File: src/hw/rtl/kceg_pkg.sv
// ----------------------------------------------------------------------------
// kceg_pkg
// Shared constants, types and key mask table for the key change event
// generator.
// ----------------------------------------------------------------------------
`default_nettype none

package kceg_pkg;

    localparam int unsigned WORD_W     = 32;
    localparam int unsigned CODE_W     = 8;
    localparam int unsigned KEY_SLOTS  = 16;
    localparam int unsigned KEY_IDX_W  = 4;
    localparam int unsigned MASK_IDX_W = 5;
    localparam int unsigned CFG_IDX_W  = 3;
    localparam int unsigned CODE_SEL_W = 3;
    localparam int unsigned NUM_CODE_REGS = 7;

    // number of scanned keys, 1 to 16
    localparam logic [5:0] NUM_KEYS = 6'd16;

    localparam logic [KEY_IDX_W-1:0] FIRST_CODED_KEY = 4'd9;
    localparam logic [KEY_IDX_W-1:0] LAST_CODED_KEY  = 4'd15;

    typedef enum logic [CFG_IDX_W-1:0] {
        REG_CODE_FIRE   = 3'd0,
        REG_CODE_LEFT   = 3'd1,
        REG_CODE_RIGHT  = 3'd2,
        REG_CODE_ENTER  = 3'd3,
        REG_CODE_UP     = 3'd4,
        REG_CODE_DOWN   = 3'd5,
        REG_CODE_ESCAPE = 3'd6
    } t_cfg_reg;

    typedef enum logic [1:0] {
        S_IDLE,
        S_SCAN,
        S_FLUSH
    } t_state;

    typedef logic [CODE_W-1:0] t_code;

    localparam t_code CODE_RESET [NUM_CODE_REGS] = '{
        8'd157, 8'd172, 8'd174, 8'd13, 8'd173, 8'd175, 8'd27
    };

    function automatic logic [WORD_W-1:0] key_mask(input logic [MASK_IDX_W-1:0] k);
        logic [WORD_W-1:0] m;
        case (k)
            5'd0:    m = 32'h0000_0400;
            5'd1:    m = 32'h0000_0800;
            5'd2:    m = 32'h0000_1000;
            5'd3:    m = 32'h0000_0100;
            5'd4:    m = 32'h0000_0200;
            5'd5:    m = 32'h0000_2000;
            5'd6:    m = 32'h8000_0000;
            5'd7:    m = 32'h2000_0000;
            5'd8:    m = 32'h0100_0000;
            5'd9:    m = 32'h1000_0000;
            5'd10:   m = 32'h4000_0000;
            5'd11:   m = 32'h0800_0000;
            5'd12:   m = 32'h0400_0000;
            5'd13:   m = 32'h0000_8000;
            5'd14:   m = 32'h0200_0000;
            5'd15:   m = 32'h0000_4000;
            default: m = '0;
        endcase
        return m;
    endfunction

endpackage

`default_nettype wire

File: src/hw/rtl/kceg_code_regs.sv
// ----------------------------------------------------------------------------
// kceg_code_regs
// Event code registers for the coded keys, written through the
// configuration port and read by the scan sequencer.
// ----------------------------------------------------------------------------
`default_nettype none

module kceg_code_regs
    import kceg_pkg::*;
(
    input  wire logic                  i_clk,
    input  wire logic                  i_rst_n,
    input  wire logic                  i_cfg_we,
    input  wire logic [CFG_IDX_W-1:0]  i_cfg_index,
    input  wire logic [CODE_W-1:0]     i_cfg_data,
    input  wire logic [CODE_SEL_W-1:0] i_rd_sel,
    output logic      [CODE_W-1:0]     o_rd_code
);

    t_code r_code [NUM_CODE_REGS];

    always_ff @(posedge i_clk) begin
        if (!i_rst_n) begin
            for (int i = 0; i < NUM_CODE_REGS; i++) begin
                r_code[i] <= CODE_RESET[i];
            end
        end else if (i_cfg_we && (i_cfg_index <= REG_CODE_ESCAPE)) begin
            r_code[i_cfg_index] <= i_cfg_data;
        end
    end

    always_comb begin
        if (i_rd_sel <= REG_CODE_ESCAPE) begin
            o_rd_code = r_code[i_rd_sel];
        end else begin
            o_rd_code = '0;
        end
    end

endmodule

`default_nettype wire

File: src/hw/rtl/key_change_event_generator.sv
// ----------------------------------------------------------------------------
// key_change_event_generator
// Compares each polled keypad word with the stored pressed vector and emits
// press and release events for the coded keys, in ascending key order.
//
//   channel | direction | handshake               | payload
//   --------+-----------+-------------------------+-------------------------
//   in      | in        | i_in_valid / o_in_stall | i_raw_word
//   out     | out       | o_out_valid/ i_out_stall| o_is_release, o_key_code,
//           |           |                         | o_last_event
//   cfg     | in        | i_cfg_we                | i_cfg_index, i_cfg_data
//
// per item, the idle state takes the word and settles the uncoded keys,
// the scan state runs coded keys 9 to 15 in turn through the single
// compare unit, and the flush state releases the held last event
// output stalls pause the scan only when an event must be pushed
// synchronous active-low reset clears the pressed vector and restores codes
// ----------------------------------------------------------------------------
`default_nettype none

module key_change_event_generator
    import kceg_pkg::*;
(
    input  wire logic                 i_clk,
    input  wire logic                 i_rst_n,
    input  wire logic                 i_in_valid,
    output logic                      o_in_stall,
    input  wire logic [WORD_W-1:0]    i_raw_word,
    output logic                      o_out_valid,
    input  wire logic                 i_out_stall,
    output logic                      o_is_release,
    output logic      [CODE_W-1:0]    o_key_code,
    output logic                      o_last_event,
    input  wire logic                 i_cfg_we,
    input  wire logic [CFG_IDX_W-1:0] i_cfg_index,
    input  wire logic [CODE_W-1:0]    i_cfg_data
);

    t_state                r_state, n_state;
    logic [KEY_IDX_W-1:0]  r_key, n_key;
    logic [WORD_W-1:0]     r_word, n_word;
    logic [KEY_SLOTS-1:0]  r_pressed, n_pressed;
    logic                  r_hold_valid, n_hold_valid;
    logic                  r_hold_rel, n_hold_rel;
    t_code                 r_hold_code, n_hold_code;
    logic                  r_out_valid, n_out_valid;
    logic                  r_out_rel, n_out_rel;
    t_code                 r_out_code, n_out_code;
    logic                  r_out_last, n_out_last;

    logic                  in_accept;
    logic                  out_free;
    logic                  key_active;
    logic                  key_now;
    logic                  key_was;
    logic                  key_evt;
    t_code                 cur_code;
    logic [CODE_SEL_W-1:0] code_sel;

    assign in_accept = i_in_valid && !o_in_stall;
    assign out_free  = !r_out_valid || !i_out_stall;
    assign code_sel  = CODE_SEL_W'(r_key - FIRST_CODED_KEY);

    kceg_code_regs u_code_regs (
        .i_clk       (i_clk),
        .i_rst_n     (i_rst_n),
        .i_cfg_we    (i_cfg_we),
        .i_cfg_index (i_cfg_index),
        .i_cfg_data  (i_cfg_data),
        .i_rd_sel    (code_sel),
        .o_rd_code   (cur_code)
    );

    // shared compare unit: one key per cycle while no output stall holds the scan
    assign key_active = ({2'b00, r_key} < NUM_KEYS);
    assign key_now    = |(r_word & key_mask({1'b0, r_key}));
    assign key_was    = r_pressed[r_key];
    assign key_evt    = key_active && (key_now != key_was) && (cur_code != '0);

    always_ff @(posedge i_clk) begin
        if (!i_rst_n) begin
            r_state      <= S_IDLE;
            r_pressed    <= '0;
            r_hold_valid <= 1'b0;
            r_out_valid  <= 1'b0;
        end else begin
            r_state      <= n_state;
            r_pressed    <= n_pressed;
            r_hold_valid <= n_hold_valid;
            r_out_valid  <= n_out_valid;
        end
    end

    always_ff @(posedge i_clk) begin
        r_key       <= n_key;
        r_word      <= n_word;
        r_hold_rel  <= n_hold_rel;
        r_hold_code <= n_hold_code;
        r_out_rel   <= n_out_rel;
        r_out_code  <= n_out_code;
        r_out_last  <= n_out_last;
    end

    always_comb begin
        n_state      = r_state;
        n_key        = r_key;
        n_word       = r_word;
        n_pressed    = r_pressed;
        n_hold_valid = r_hold_valid;
        n_hold_rel   = r_hold_rel;
        n_hold_code  = r_hold_code;
        n_out_rel    = r_out_rel;
        n_out_code   = r_out_code;
        n_out_last   = r_out_last;
        n_out_valid  = r_out_valid && i_out_stall;
        o_in_stall   = 1'b1;

        unique case (r_state)
            S_IDLE: begin
                o_in_stall = 1'b0;
                if (i_in_valid) begin
                    n_word       = i_raw_word;
                    n_key        = FIRST_CODED_KEY;
                    n_hold_valid = 1'b0;
                    // uncoded keys only track the word
                    for (int k = 0; k < FIRST_CODED_KEY; k++) begin
                        if (k < NUM_KEYS) begin
                            n_pressed[k] = |(i_raw_word & key_mask(MASK_IDX_W'(k)));
                        end
                    end
                    n_state = S_SCAN;
                end
            end
            S_SCAN: begin
                if (!(key_evt && r_hold_valid && !out_free)) begin
                    if (key_active) begin
                        n_pressed[r_key] = key_now;
                    end
                    if (key_evt) begin
                        if (r_hold_valid) begin
                            n_out_valid = 1'b1;
                            n_out_rel   = r_hold_rel;
                            n_out_code  = r_hold_code;
                            n_out_last  = 1'b0;
                        end
                        n_hold_valid = 1'b1;
                        n_hold_rel   = !key_now;
                        n_hold_code  = cur_code;
                    end
                    if (r_key == LAST_CODED_KEY) begin
                        n_state = S_FLUSH;
                    end else begin
                        n_key = r_key + 1'b1;
                    end
                end
            end
            S_FLUSH: begin
                if (!r_hold_valid) begin
                    n_state = S_IDLE;
                end else if (out_free) begin
                    n_out_valid  = 1'b1;
                    n_out_rel    = r_hold_rel;
                    n_out_code   = r_hold_code;
                    n_out_last   = 1'b1;
                    n_hold_valid = 1'b0;
                    n_state      = S_IDLE;
                end
            end
            default: begin
                n_state = S_IDLE;
            end
        endcase
    end

    assign o_out_valid  = r_out_valid;
    assign o_is_release = r_out_rel;
    assign o_key_code   = r_out_code;
    assign o_last_event = r_out_last;

`ifndef SYNTHESIS
    a_idle_no_hold: assert property (@(posedge i_clk) disable iff (!i_rst_n)
        (r_state == S_IDLE) |-> !r_hold_valid)
        else $error("held event left over in idle");

    a_code_nonzero: assert property (@(posedge i_clk) disable iff (!i_rst_n)
        o_out_valid |-> (o_key_code != '0))
        else $error("event with zero code");

    a_scan_range: assert property (@(posedge i_clk) disable iff (!i_rst_n)
        (r_state == S_SCAN) |-> (r_key >= FIRST_CODED_KEY))
        else $error("scan index below coded keys");

    a_accept_scan: assert property (@(posedge i_clk) disable iff (!i_rst_n)
        in_accept |=> (r_state == S_SCAN) && (r_key == FIRST_CODED_KEY))
        else $error("scan did not start after item");
`endif

endmodule

`default_nettype wire

File: config.mk
export PLATFORM = sky130hd
export DESIGN_NAME = key_change_event_generator
export DESIGN_NICKNAME = d
export VERILOG_FILES = /design/src/hw/rtl/kceg_pkg.sv /design/src/hw/rtl/kceg_code_regs.sv /design/src/hw/rtl/key_change_event_generator.sv
export SDC_FILE = /design/constraint.sdc
export NUM_CORES = 1
export LEC_CHECK = 0
export ABC_CLOCK_PERIOD_IN_PS = 3900
export BUFFER_PORTS_ARGS = -buffer_cell sky130_fd_sc_hd__buf_2
export CAP_MARGIN = 15
export CORE_MARGIN = 2
export CORE_UTILIZATION = 53
export DETAILED_ROUTE_END_ITERATION = 16
export HOLD_SLACK_MARGIN = 0.03
export PLACE_DENSITY = 0.75
export SYNTH_ARGS = -nofsm -noshare
export SYNTH_HDL_FRONTEND = slang
export SYNTH_SLANG_ARGS = --single-unit
File: constraint.sdc
create_clock -name i_clk -period 3.9 [get_ports i_clk]
set_clock_uncertainty 0.05 [all_clocks]
set_input_delay 0.195 -clock i_clk [delete_from_list [all_inputs] [get_ports i_clk]]
set_output_delay 0.195 -clock i_clk [all_outputs]
set_load 0.02 [all_outputs]
-- After elaboration in Yosys (flattened, before gate mapping)
Memory sizes are Yosys's and may differ from the RTL's. A register that Yosys moved wholly into a read port is not among the register bits.
Cells that the tools add are included.
- magnitude comparators: 4
- bitwise logic cells: 11
- equality and inequality tests: 13
- muxes and demuxes: 76
- reductions and logical operators: 35
- add/sub/neg operators: 2
- operators with widths (cell ; count):
    $mux 32 ; 18
    $and 32x32->32 ; 10
    $reduce_or 32->1 ; 10
    $mux 8 ; 7
    $mux 1 ; 28
    $mux 9 ; 2
    $pmux 9 s2 ; 1
    $bwmux 16 ; 1
    $mux 4 ; 4
    $ne 2x2->1 const B ; 8
    $pmux 8 s2 ; 1
    $reduce_and 4->1 ; 3
    $mux 2 ; 5
    $pmux 4 s2 ; 1
    $reduce_bool 8->1 ; 1
    $reduce_or 8->1 ; 1
    $le 3x3->1 const B ; 2
    $logic_and 1x1->1 ; 6
    $pmux 1 s2 ; 3
    $pmux 2 s3 ; 1
    $reduce_and 3->1 ; 2
    $reduce_and 6->1 ; 1
    $lt 4x5->1 const B ; 1
    $add 4x1->4 const B ; 1
    18 further kinds ; 23
- memory bits (writable): 56
- output and inout bits: 12
- memories: 2
- bits in read-only memories: 256
- bits in registers: 75
- memory list (name ; words ; bits a word ; rd ports ; clocked after memory_dff ; wr ports ; line ; text):
    (no name shown) ; 16 ; 16 ; 1 ; 1 ; 0 ; kceg_pkg.sv:49 ; case (k)
    u_code_regs.r_code ; 7 ; 8 ; 1 ; 0 ; 7 ; kceg_code_regs.sv:20 ; t_code r_code [NUM_CODE_REGS];

-- Longest topological paths before layout
Gate-level depths: netlist of the first run.
- depth in word-level cells: 10
- depth in mapped cells: 14

-- By module
Synthesis of the first run repeated with hierarchy kept, for this count alone.
- cells, all modules: 591
- area, all modules: 6462.4 µm²
- by module, submodules not included (module ; area an instance (µm²) ; times used ; cells each):
    key_change_event_generator ; 3634.7 ; 1 ; 352
    kceg_code_regs ; 2827.7 ; 1 ; 239

-- Worst setup path before layout of the first run
No wires, ideal clock.
- kind: flip-flop to flip-flop
- start point: register r_key[0]
- end point: register (tool-made name)
- path buffers: 4
- slack: -147 ps
- data required time: 3768 ps
- cell stages (with the launch flop): 14
- clock period less this slack: 4047 ps
- arrival time: 3916 ps
- cells stage by stage: edfxtp_1 -> buf_2 -> buf_2 -> inv_1 -> ha_1 -> buf_6 -> mux4_2 -> or4_1 -> o31a_1 -> or3_1 -> buf_2 -> a221o_1 -> a22o_2 -> nor3_1
- RTL lines (element ; line ; text):
    start: declaration ; key_change_event_generator.sv:40 ; logic [KEY_IDX_W-1:0] r_key, n_key;
    start signal: assignment ; key_change_event_generator.sv:95 ; r_key <= n_key;

==> results by group, run 1 <==
Run status
  • Outcome: finished, final reports clean

Route
  • Wire per inst: 19.43 µm
  • # DRC: 0
  • Vias per cell: 6.092
  • Vias: 4618
  • 1st-iter DRT viols: 372
  • Drt total wl: 14730 µm
  • Drt pass-1 iters: 5
  • Routed Antenna Nets: 0

Final layout
  • Final net count: 659
  • Area grow syn2layout: 20.22%
  • Share of cells above drive strength 1: 19.84%
  • Util after Layout: 65.40%
  • Fin area: 7500 µm²
  • Diodes inserted: 0
  • Filler Cell Count: 826

GRT
  • Tot GR Track Use: 24.40%
  • Global-route wire length before repair: 23230 µm
  • Vias in the first global route: 4273
  • Largest net degree at the start of global routing: 33
  • Initial antenna violation count: 0
  • Gr ovfl total: 0

Worst setup path
  • Critical Path Fanout Max: 8
  • Crit path DAT: 3.94 ns
  • Worst r2r src: r_key[1]$_DFFE_PN_
  • R2r setup slk: 0.24 ns
  • Crit end category: flop
  • CP required: 4.18 ns
  • R2R depth: 9
  • WS Path Type: flop to flop
  • Critical Path Source Type: flop

Floorplan
  • DIE WIDTH: 112.5 µm
  • Ports: 60
  • Initial Util: 54.40%
  • Die area: 12650 µm²
  • Core area: 11470 µm²
  • Die Y: 112.5 µm
  • Row count: 39

Synth
  • Adder-Cell Fraction of Synth Area: 1.805%
  • Register area share after synthesis: 59.85%
  • Mux cell area share after synthesis: 8.223%
  • Asr flop ratio synth: 0%
  • Mean Syn Cell Area: 12.00 µm²
  • Ys flop type: edfxtp_1
  • Netlist Area Pre-Place: 6238 µm²
  • Synth Area in Compound Gates: 11.41%
  • Synth Instances: 520
  • Register bit total from synthesis: 139
  • Yosys warns: 0
  • Simple-Gate Fraction of Synth Area: 14.96%
  • Largest family of logic cells by synthesized area: simple AND/OR/NAND/NOR gates
  • Synth Area in XOR/XNOR: 0.8424%
  • Post-synth EDFFs: 95
  • Cell variety after synth: 57

Placed design
  • Port Buf Inserts: 43
  • Half-perimeter wire length after placement: 10020 µm
  • Placer Congestion: 0.8820
  • Placed cell area: 6656 µm²

STA
  • Period utilization: 93.96%
  • Final hold violation count: 0
  • Tightest Pin Transition: 1.097 ns
  • Hold slack: 0.06107 ns
  • Fin. max-slew vios: 0
  • Post-layout min period: 3.664 ns
  • Setup Viol. Count Final: 0
  • Maximum clock frequency: 272.9 MHz
  • Setup_tns: 0 ns
  • Slew Limit Headroom: 26.22%
  • RSZ-0062 raised after global routing: false

Power and ir drop
  • Fraction of power consumed by combinational cells: 38.3%
  • Power share of the clock group: 27.3%
  • Int Pwr: 0.003694 W
  • Power Total: 0.005746 W
  • Pwr dens: 766.1 nW/µm²
  • Reg power frac: 34.4%
  • Switch share: 35.72%
  • Switching Power: 0.002052 W
  • Pleak: 2.807 nW
  • Worst vdd ir: 0.5576 mV

Clocking
  • Post-CTS Setup Inserts: 0
  • Total clock sinks: 139
  • CTS max path bufs: 2
  • Worst skew pair latency: 0.42 ns
  • Root Buffer: clkbuf_16
  • Clock-pin transition on the worst setup and hold timing paths: 0.06 ns
  • CTS tree: built
  • Cts bufs inserted: 17
  • H-tree levels: 4

Hold path
  • HP Start: i_out_stall
  • Hold endpoint: o_out_valid$_SDFF_PN0_
  • Min-Delay Path Class: input port to flop
  • Hold path cells: 3

Run
  • # Max-Cap Violations: 0
-- final cells by class --
class	count	area (µm²)	share of cell area [%]
Sequential cell	139	3734	49.78
Multi-Input combinational cell	345	2380	31.73
Timing Repair Buffer	80	548.0	7.307
Clock buffer	20	479.2	6.390
Tap cell	143	178.9	2.386
Clock inverter	12	108.9	1.451
Inverter	19	71.32	0.9510
-- critical path: stages (launching register included) --
cell	delay, ns
edfxtp_1	0.34
inv_1	0.08
ha_4	0.35
mux4_2	0.54
or4_1	0.52
o31a_1	0.28
or3_1	0.50
a221o_1	0.39
a22o_2	0.29
nor3_1	0.22
-- routing by layer --
| layer | up-vias | global-route usage (%) | routed length [µm] |
|---|---|---|---|
| met5 | - | 0 | 0 |
| met4 | 0 | 7.154 | 191 |
| met3 | 24 | 6.749 | 1241 |
| met2 | 228 | 38.23 | 7148 |
| met1 | 2246 | 33.75 | 6150 |
| li1 | 2120 | - | - |
-- layout by cell type (no fill, tap or decap), types with 2 or more instances in the layout --
cell | netlist | routed
a211oi_1 | 4 | 4
a21oi_1 | 23 | 23
a221oi_1 | 5 | 5
a22o_1 | 10 | 10
a22oi_1 | 2 | 2
a2bb2oi_1 | 5 | 5
a311oi_1 | 3 | 3
a31oi_1 | 10 | 10
a41o_1 | 3 | 3
and2_1 | 15 | 15
and3_1 | 5 | 5
buf_2 | 4 | 43
buf_4 | 1 | 13
clkbuf_16 | 0 | 19
clkinv_2 | 0 | 5
clkinv_4 | 0 | 2
conb_1 | 1 | 8
dfxtp_1 | 44 | 44
dlygate4sd3_1 | 0 | 23
edfxtp_1 | 95 | 95
ha_1 | 9 | 8
inv_1 | 18 | 17
inv_6 | 0 | 2
mux2_2 | 4 | 4
mux2i_1 | 4 | 4
mux4_2 | 19 | 19
nand2_1 | 64 | 64
nand2b_1 | 13 | 13
nand3_1 | 19 | 19
nor2_1 | 36 | 36
nor2b_1 | 4 | 4
nor3_1 | 21 | 21
o21ai_0 | 14 | 14
o2bb2ai_1 | 2 | 2
o311a_1 | 4 | 4
or3_1 | 11 | 11
xnor2_1 | 4 | 4
xor2_1 | 2 | 2
-- power by group through the flow --
stage,Clock [W],Combinational (W),Sequential (W)
CTS,0.00159,0.00213,0.00198
finish,0.00157,0.00220,0.00198
detailed placement,0,0.00208,0.00200
floorplan,0,0.00158,0.00196
global placement,0,0.00203,0.00199
global route,0.00165,0.00237,0.00200
-- metrics by stage --
step	std cells	worst slack, ns
after floorplan	527	0.03428
after global placement	702	0.1587
after detailed placement	702	0.06520
after CTS	757	0.02792
after global routing	758	0.07984
final	758	0.2357
-- what timing repair did --
| action | CTS | global route |
|---|---|---|
| hold endpoints to repair | 23 | 0 |
| resized for setup | 0 | 3 |
| hold buffers | 23 | 0 |
| setup endpoints to repair | 0 | 18 |
-- kinds of logic after synthesis --
logic type / after synthesis
compound gates: 99
simple gates: 196
other cells: 1
mux: 27
xor+xnor: 6
flops: 139
buf+inv: 43
fa+ha+maj: 9
-- worst max path at each step --
stage,from,to,slack [ns],depth (start not counted)
after detailed placement,r_key[1]$_DFFE_PN_,flop,0.07,9
after global routing,r_key[1]$_DFFE_PN_,flop,0.08,9
after CTS,r_key[1]$_DFFE_PN_,flop,0.03,9
after floorplan,r_key[1]$_DFFE_PN_,flop,0.03,12
final,r_key[1]$_DFFE_PN_,flop,0.24,9
after global placement,r_key[1]$_DFFE_PN_,flop,0.16,9
-- cell usage after synthesis, drive strengths merged, types with 2 or more instances --
cell     number  area (µm²)
a31oi        11       75.07
a311oi        3       26.28
and2         15       93.84
nor4          2       12.51
or3          11       68.82
a41o          3       30.03
mux2          4       45.04
a221oi        5       43.79
o311a         4       40.04
nor3         22       115.1
buf           6       38.79
a211oi        4       30.03
a2bb2oi       5       43.79
dfxtp        44       880.8
nand2b       13       81.33
xor2          2       17.52
o21ai        14       70.07
nand2        64       240.2
edfxtp       95        2853
ha            9       112.6
mux2i         4       40.04
a22oi         3       27.52
clkbuf       18       67.56
nand3        19       95.09
nor2         36       135.1
a21oi        23       115.1
o311ai        2       17.52
a22o         11       97.59
o2bb2ai       2       17.52
inv          18       67.56
xnor2         4       35.03
nor2b         4       25.02
and3          5       31.28
mux4         19       427.9
Power figures use the tool's default switching activity.
==> run 2: changes to the inputs <==
--- a/config.mk
+++ b/config.mk
@@ -9,10 +9,11 @@
 export BUFFER_PORTS_ARGS = -buffer_cell sky130_fd_sc_hd__buf_2
 export CAP_MARGIN = 15
 export CORE_MARGIN = 2
-export CORE_UTILIZATION = 53
+export CORE_UTILIZATION = 50
 export DETAILED_ROUTE_END_ITERATION = 16
+export GPL_TIMING_DRIVEN = 0
 export HOLD_SLACK_MARGIN = 0.03
-export PLACE_DENSITY = 0.75
+export PLACE_DENSITY = 0.72
 export SYNTH_ARGS = -nofsm -noshare
 export SYNTH_HDL_FRONTEND = slang
 export SYNTH_SLANG_ARGS = --single-unit
==> run 2 against run 1 <==
Against the previous run: wire length rose by 2.1%; flip-flop and latch count is the same; maximum frequency shrank 5.2%; sequential share of layout area shrank 1.8 points; first-iteration DRC count rose by 38%; combinational power grew 16%.
==> results by group, run 2 (synthesis results as in run 1) <==
Power and ir drop
  • Fraction of power consumed by combinational cells: 42.4%
  • Int Pwr: 0.003840 W
  • Pleak: 2.896 nW
  • Power share of the clock group: 25.0%
  • Switching Power: 0.002198 W
  • Worst vdd ir: 0.4276 mV
  • Pwr dens: 775.4 nW/µm²
  • Power Total: 0.006037 W
  • Reg power frac: 32.6%
  • Switch share: 36.40%

Route
  • 1st-iter DRT viols: 512
  • Wire per inst: 18.59 µm
  • Vias per cell: 5.808
  • # DRC: 0
  • Routed Antenna Nets: 0
  • Drt pass-1 iters: 7
  • Drt total wl: 15040 µm
  • Vias: 4699

Floorplan
  • Row count: 40
  • Core area: 12110 µm²
  • DIE WIDTH: 115.7 µm
  • Die Y: 115.7 µm
  • Initial Util: 51.51%
  • Ports: 60
  • Die area: 13390 µm²

GRT
  • Global-route wire length before repair: 23770 µm
  • Tot GR Track Use: 24.04%
  • M3 GR Usage: 7.479%
  • Met1 Resource Use GR: 32.48%
  • Most used routing layer: met2
  • Initial antenna violation count: 0
  • Largest net degree at the start of global routing: 18
  • Vias in the first global route: 4467
  • Gr ovfl total: 0
  • Grt met2 use: 36.73%

Run
  • # Max-Cap Violations: 0

STA
  • Post-layout min period: 3.866 ns
  • Maximum clock frequency: 258.7 MHz
  • Slew Limit Headroom: 27.81%
  • Setup_tns: 0 ns
  • Hold slack: 0.06112 ns
  • Tightest Pin Transition: 1.072 ns
  • Fin. max-slew vios: 0
  • Final hold violation count: 0
  • Setup Viol. Count Final: 0
  • RSZ-0062 raised after global routing: true
  • Period utilization: 99.13%

Clocking
  • Total clock sinks: 139
  • H-tree levels: 4
  • Clock-pin transition on the worst setup and hold timing paths: 0.06 ns
  • CTS tree: built
  • Root Buffer: clkbuf_16
  • Worst skew pair latency: 0.42 ns
  • CTS max path bufs: 2
  • Cts bufs inserted: 17

Placed design
  • Placed cell area: 6708 µm²
  • Half-perimeter wire length after placement: 10580 µm
  • Placer Congestion: 0.8612
  • Port Buf Inserts: 42
  • Placed cells: 738

Final layout
  • Fin area: 7786 µm²
  • Commonest non-fill, non-tap cell in the layout: edfxtp_1
  • Filler Cell Count: 938
  • Most frequent cells in the layout: edfxtp_1 (95), nand2_1 (64), dfxtp_1 (44), buf_2 (43), nor2_1 (35)
  • Area grow syn2layout: 24.81%
  • Diodes inserted: 0
  • Non-filler cells, final: 809
  • Share of cells above drive strength 1: 22.15%
  • Final net count: 685

Worst setup path
  • Crit end category: flop
  • WS Path Type: flop to flop
  • Crit path DAT: 4.16 ns
  • CP required: 4.20 ns
  • Critical Path Fanout Max: 8
  • Critical Path Source Type: flop

Run status
  • Outcome: finished, final reports clean

Hold path
  • Min-Delay Path Class: input port to flop
-- run 2: power by group through the flow --
| stage | registers (W) | clock network [W] | logic [W] |
|---|---|---|---|
| detailed placement | 0.00200 | 0 | 0.00208 |
| global placement | 0.00199 | 0 | 0.00202 |
| finish | 0.00197 | 0.00151 | 0.00256 |
| floorplan | 0.00196 | 0 | 0.00158 |
| global route | 0.00199 | 0.00159 | 0.00276 |
| CTS | 0.00196 | 0.00152 | 0.00243 |
-- run 2: routing by layer --
layer	vias up	part of all wire (%)
met5	-	0
met4	0	1.9
met3	32	8.9
met2	220	47
met1	2282	42
li1	2165	-
-- run 2: cell type report --
class	instances	area (µm²)	area share, %
flip-flops and latches	139	3734	47.95
multi-input cells	345	2464	31.64
repair buffers	82	599.3	7.697
clock buffers	19	432.9	5.560
well taps	168	210.2	2.700
plain buffers	24	142.6	1.832
clock inverters	13	121.4	1.559
inverters	19	82.58	1.061
-- run 2: critical path, stage by stage, from the launching register on --
cell and delay, ns:
edfxtp_1 0.39, buf_6 0.13, buf_8 0.10, inv_8 0.04
ha_4 0.27, buf_8 0.12, mux4_2 0.53, or4_1 0.54
o31a_1 0.30, or3_1 0.34, buf_6 0.15, a221o_1 0.35
a22o_4 0.29, nor3_2 0.18
-- run 2: final timing paths --
kind / from / endpoint / slack, ns / cells after the start
max: r_key[0]$_DFFE_PN_ / flop / 0.03 / 13
min: i_out_stall / o_out_valid$_SDFF_PN0_ / 0.06 / 3
max reg2reg: r_key[0]$_DFFE_PN_ / flop / 0.03 / 13
min reg2reg: r_hold_rel$_DFFE_PP_ / o_is_release$_DFFE_PP_ / 0.37 / 0
-- run 2: repair_timing --
item | 4_1_cts | 5_1_grt
setup endpoints to repair | 59 | 25
pin swaps | 8 | 7
resized for setup | 25 | 6
gates cloned | 1 | 0
buffers inserted | 9 | 5
hold endpoints to repair | 24 | 0
hold buffers | 24 | 0
-- run 2: metrics by stage --
step	setup slack [ns]	util [%]
floorplan	0.03428	-
global placement	-0.6919	55.27
detailed placement	-0.8079	55.38
CTS	-0.01222	63.77
global route	-0.04308	64.29
finish	0.03409	64.29
==> run 3: changes to the inputs <==
--- a/config.mk
+++ b/config.mk
@@ -7,13 +7,12 @@
 export LEC_CHECK = 0
 export ABC_CLOCK_PERIOD_IN_PS = 3900
 export BUFFER_PORTS_ARGS = -buffer_cell sky130_fd_sc_hd__buf_2
-export CAP_MARGIN = 15
 export CORE_MARGIN = 2
-export CORE_UTILIZATION = 50
+export CORE_UTILIZATION = 53
 export DETAILED_ROUTE_END_ITERATION = 16
 export GPL_TIMING_DRIVEN = 0
 export HOLD_SLACK_MARGIN = 0.03
-export PLACE_DENSITY = 0.72
+export PLACE_DENSITY = 0.75
 export SYNTH_ARGS = -nofsm -noshare
 export SYNTH_HDL_FRONTEND = slang
 export SYNTH_SLANG_ARGS = --single-unit
==> run 3 against run 2 <==
Against the previous run: register-to-register slack got worse by 0.02 ns; sequential share of layout area down 0.58 points; setup slack got worse by 0.016 ns; critical path depth grew 1; worst hold slack worse by 0.0052 ns; flip-flop and latch count is the same; final cell count shrank 2.1%; combinational power is 7% higher; via count is 4.4% higher; global-route usage rose by 1.5 points; first-iteration DRC count is 11% higher; largest power group unchanged.
==> results by group, run 3 (synthesis results as in run 1) <==
STA
  • Setup Viol. Count Final: 0
  • Maximum clock frequency: 257.6 MHz
  • Final hold violation count: 0
  • Slew Limit Headroom: 22.14%
  • Period utilization: 99.53%
  • Post-layout min period: 3.882 ns
  • RSZ-0062 raised after global routing: true
  • Hold slack: 0.05594 ns
  • Tightest Pin Transition: 1.156 ns
  • Fin. max-slew vios: 0

GRT
  • Largest net degree at the start of global routing: 18
  • Gr ovfl total: 0
  • Global-route wire length before repair: 24700 µm
  • Initial antenna violation count: 0
  • Vias in the first global route: 4741
  • Tot GR Track Use: 25.54%

Final layout
  • Final net count: 692
  • Area grow syn2layout: 26.33%
  • Util after Layout: 68.73%
  • Commonest non-fill, non-tap cell in the layout: edfxtp_1
  • Most frequent cells in the layout: edfxtp_1 (95), nand2_1 (64), dfxtp_1 (44), buf_2 (43), nor2_1 (35)
  • Share of cells above drive strength 1: 24.85%

Hold path
  • Min-Delay Path Class: input port to flop
  • HP Start: i_cfg_data[0]
  • Hold path cells: 3

Worst setup path
  • Critical Path Fanout Max: 8
  • CP Cell Sequence: buf_6, buf_8, inv_8, ha_4, buf_6, mux4_2, or4_4, o31a_1, or3_1, buf_6, a221o_1, a22oi_2, buf_6, nor3_2
  • Crit path depth: 14
  • CP required: 4.13 ns
  • Critical Path Source Type: flop
  • Worst path bufs/invs: 6
  • Critical path's largest stage delay: 0.53 ns
  • Worst Setup SP: r_key[0]$_DFFE_PN_
  • Cell mode on critical path: buf_6
  • Crit path DAT: 4.12 ns
  • Crit path max-delay family: simple AND/OR/NAND/NOR gates
  • Worst r2r src: r_key[0]$_DFFE_PN_
  • CP max-delay cell: mux4_2
  • R2R depth: 14
  • WS Path Type: flop to flop
  • Crit end category: flop

Route
  • Vias per cell: 6.196
  • Wire per inst: 20.15 µm
  • Vias: 4907
  • Routed Antenna Nets: 0
  • Drt total wl: 15960 µm
  • # DRC: 0
  • 1st-iter DRT viols: 569
  • Drt pass-1 iters: 6

Clocking
  • CTS tree: built
  • H-tree levels: 4
  • CTS max path bufs: 2
  • Root Buffer: clkbuf_16
  • Total clock sinks: 139
  • Clock-pin transition on the worst setup and hold timing paths: 0.06 ns
  • Worst skew pair latency: 0.42 ns
  • Cts bufs inserted: 17

Run status
  • Outcome: finished, final reports clean

Run
  • # Max-Cap Violations: 0

Placed design
  • Placer Congestion: 0.8945
  • Half-perimeter wire length after placement: 10940 µm
  • Port Buf Inserts: 42

Floorplan
  • Initial Util: 54.40%
  • Ports: 60
  • Core area: 11470 µm²
  • Row count: 39
  • Die area: 12650 µm²
  • DIE WIDTH: 112.5 µm
  • Die Y: 112.5 µm

Power and ir drop
  • Pleak: 2.946 nW
  • Worst vdd ir: 0.8087 mV
  • Pwr dens: 794.9 nW/µm²
==> run 3: tightest hold or removal path, cell delays in order <==
cell     delay [ns]
buf_2          0.14
nand2_1        0.08
nand3_1        0.08
==> run 3: layout make-up <==
| class | count | area, µm² |
|---|---|---|
| inverter | 19 | 82.58 |
| buffer | 23 | 131.4 |
| multi-input combinational | 345 | 2529 |
| fill | 787 | 3586 |
| tap | 143 | 178.9 |
| timing repair buffer | 90 | 648.1 |
| clock inverter | 13 | 142.6 |
| clock buffer | 19 | 432.9 |
| antenna | 1 | 2.502 |
| sequential | 139 | 3734 |
==> run 3: final timing paths <==
path	end	slack, ns
worst min-delay path	u_code_regs.r_code[6][0]$_SDFFE_PN1P_	0.06
worst max register to register	flop	0.02
worst min register to register	o_key_code[2]$_DFFE_PP_	0.37
worst max-delay path	flop	0.02
==> run 3: per-layer routing <==
| metal | up-vias | routed length [µm] | track usage [%] |
|---|---|---|---|
| met2 | 288 | 7600 | 40.60 |
| met3 | 46 | 1467 | 6.048 |
| met5 | - | 0 | 0 |
| met1 | 2392 | 6500 | 34.21 |
| li1 | 2181 | - | - |
| met4 | 0 | 393 | 10.33 |
==> run 3: per-stage QoR <==
stage | worst slack, ns | setup TNS [ns] | instances | cell area, µm² | power [W]
after CTS | 0.009594 | 0 | 786 | 7766 | 0.006059
after global placement | -0.6727 | -23.41 | 712 | 6663 | 0.004000
after detailed placement | -0.8404 | -25.52 | 714 | 6684 | 0.004093
after global routing | -0.07017 | -0.5102 | 791 | 7879 | 0.006547
final | 0.01848 | 0 | 792 | 7881 | 0.006265
after floorplan | 0.03428 | 0 | 527 | 6274 | 0.003544
==> run 3: timing repair <==
action	4_1_cts	5_1_grt
endpoints found under the hold margin	23	0
setup buffers	18	6
gates resized for setup	31	17
setup endpoints to repair	59	39
pin swaps	16	13
hold buffers	23	0
==> run 3: power by group <==
group	switching [W]	internal [W]
combinational	0.00162	0.00111
clock	0.000619	0.000946
sequential	0.0000964	0.00187
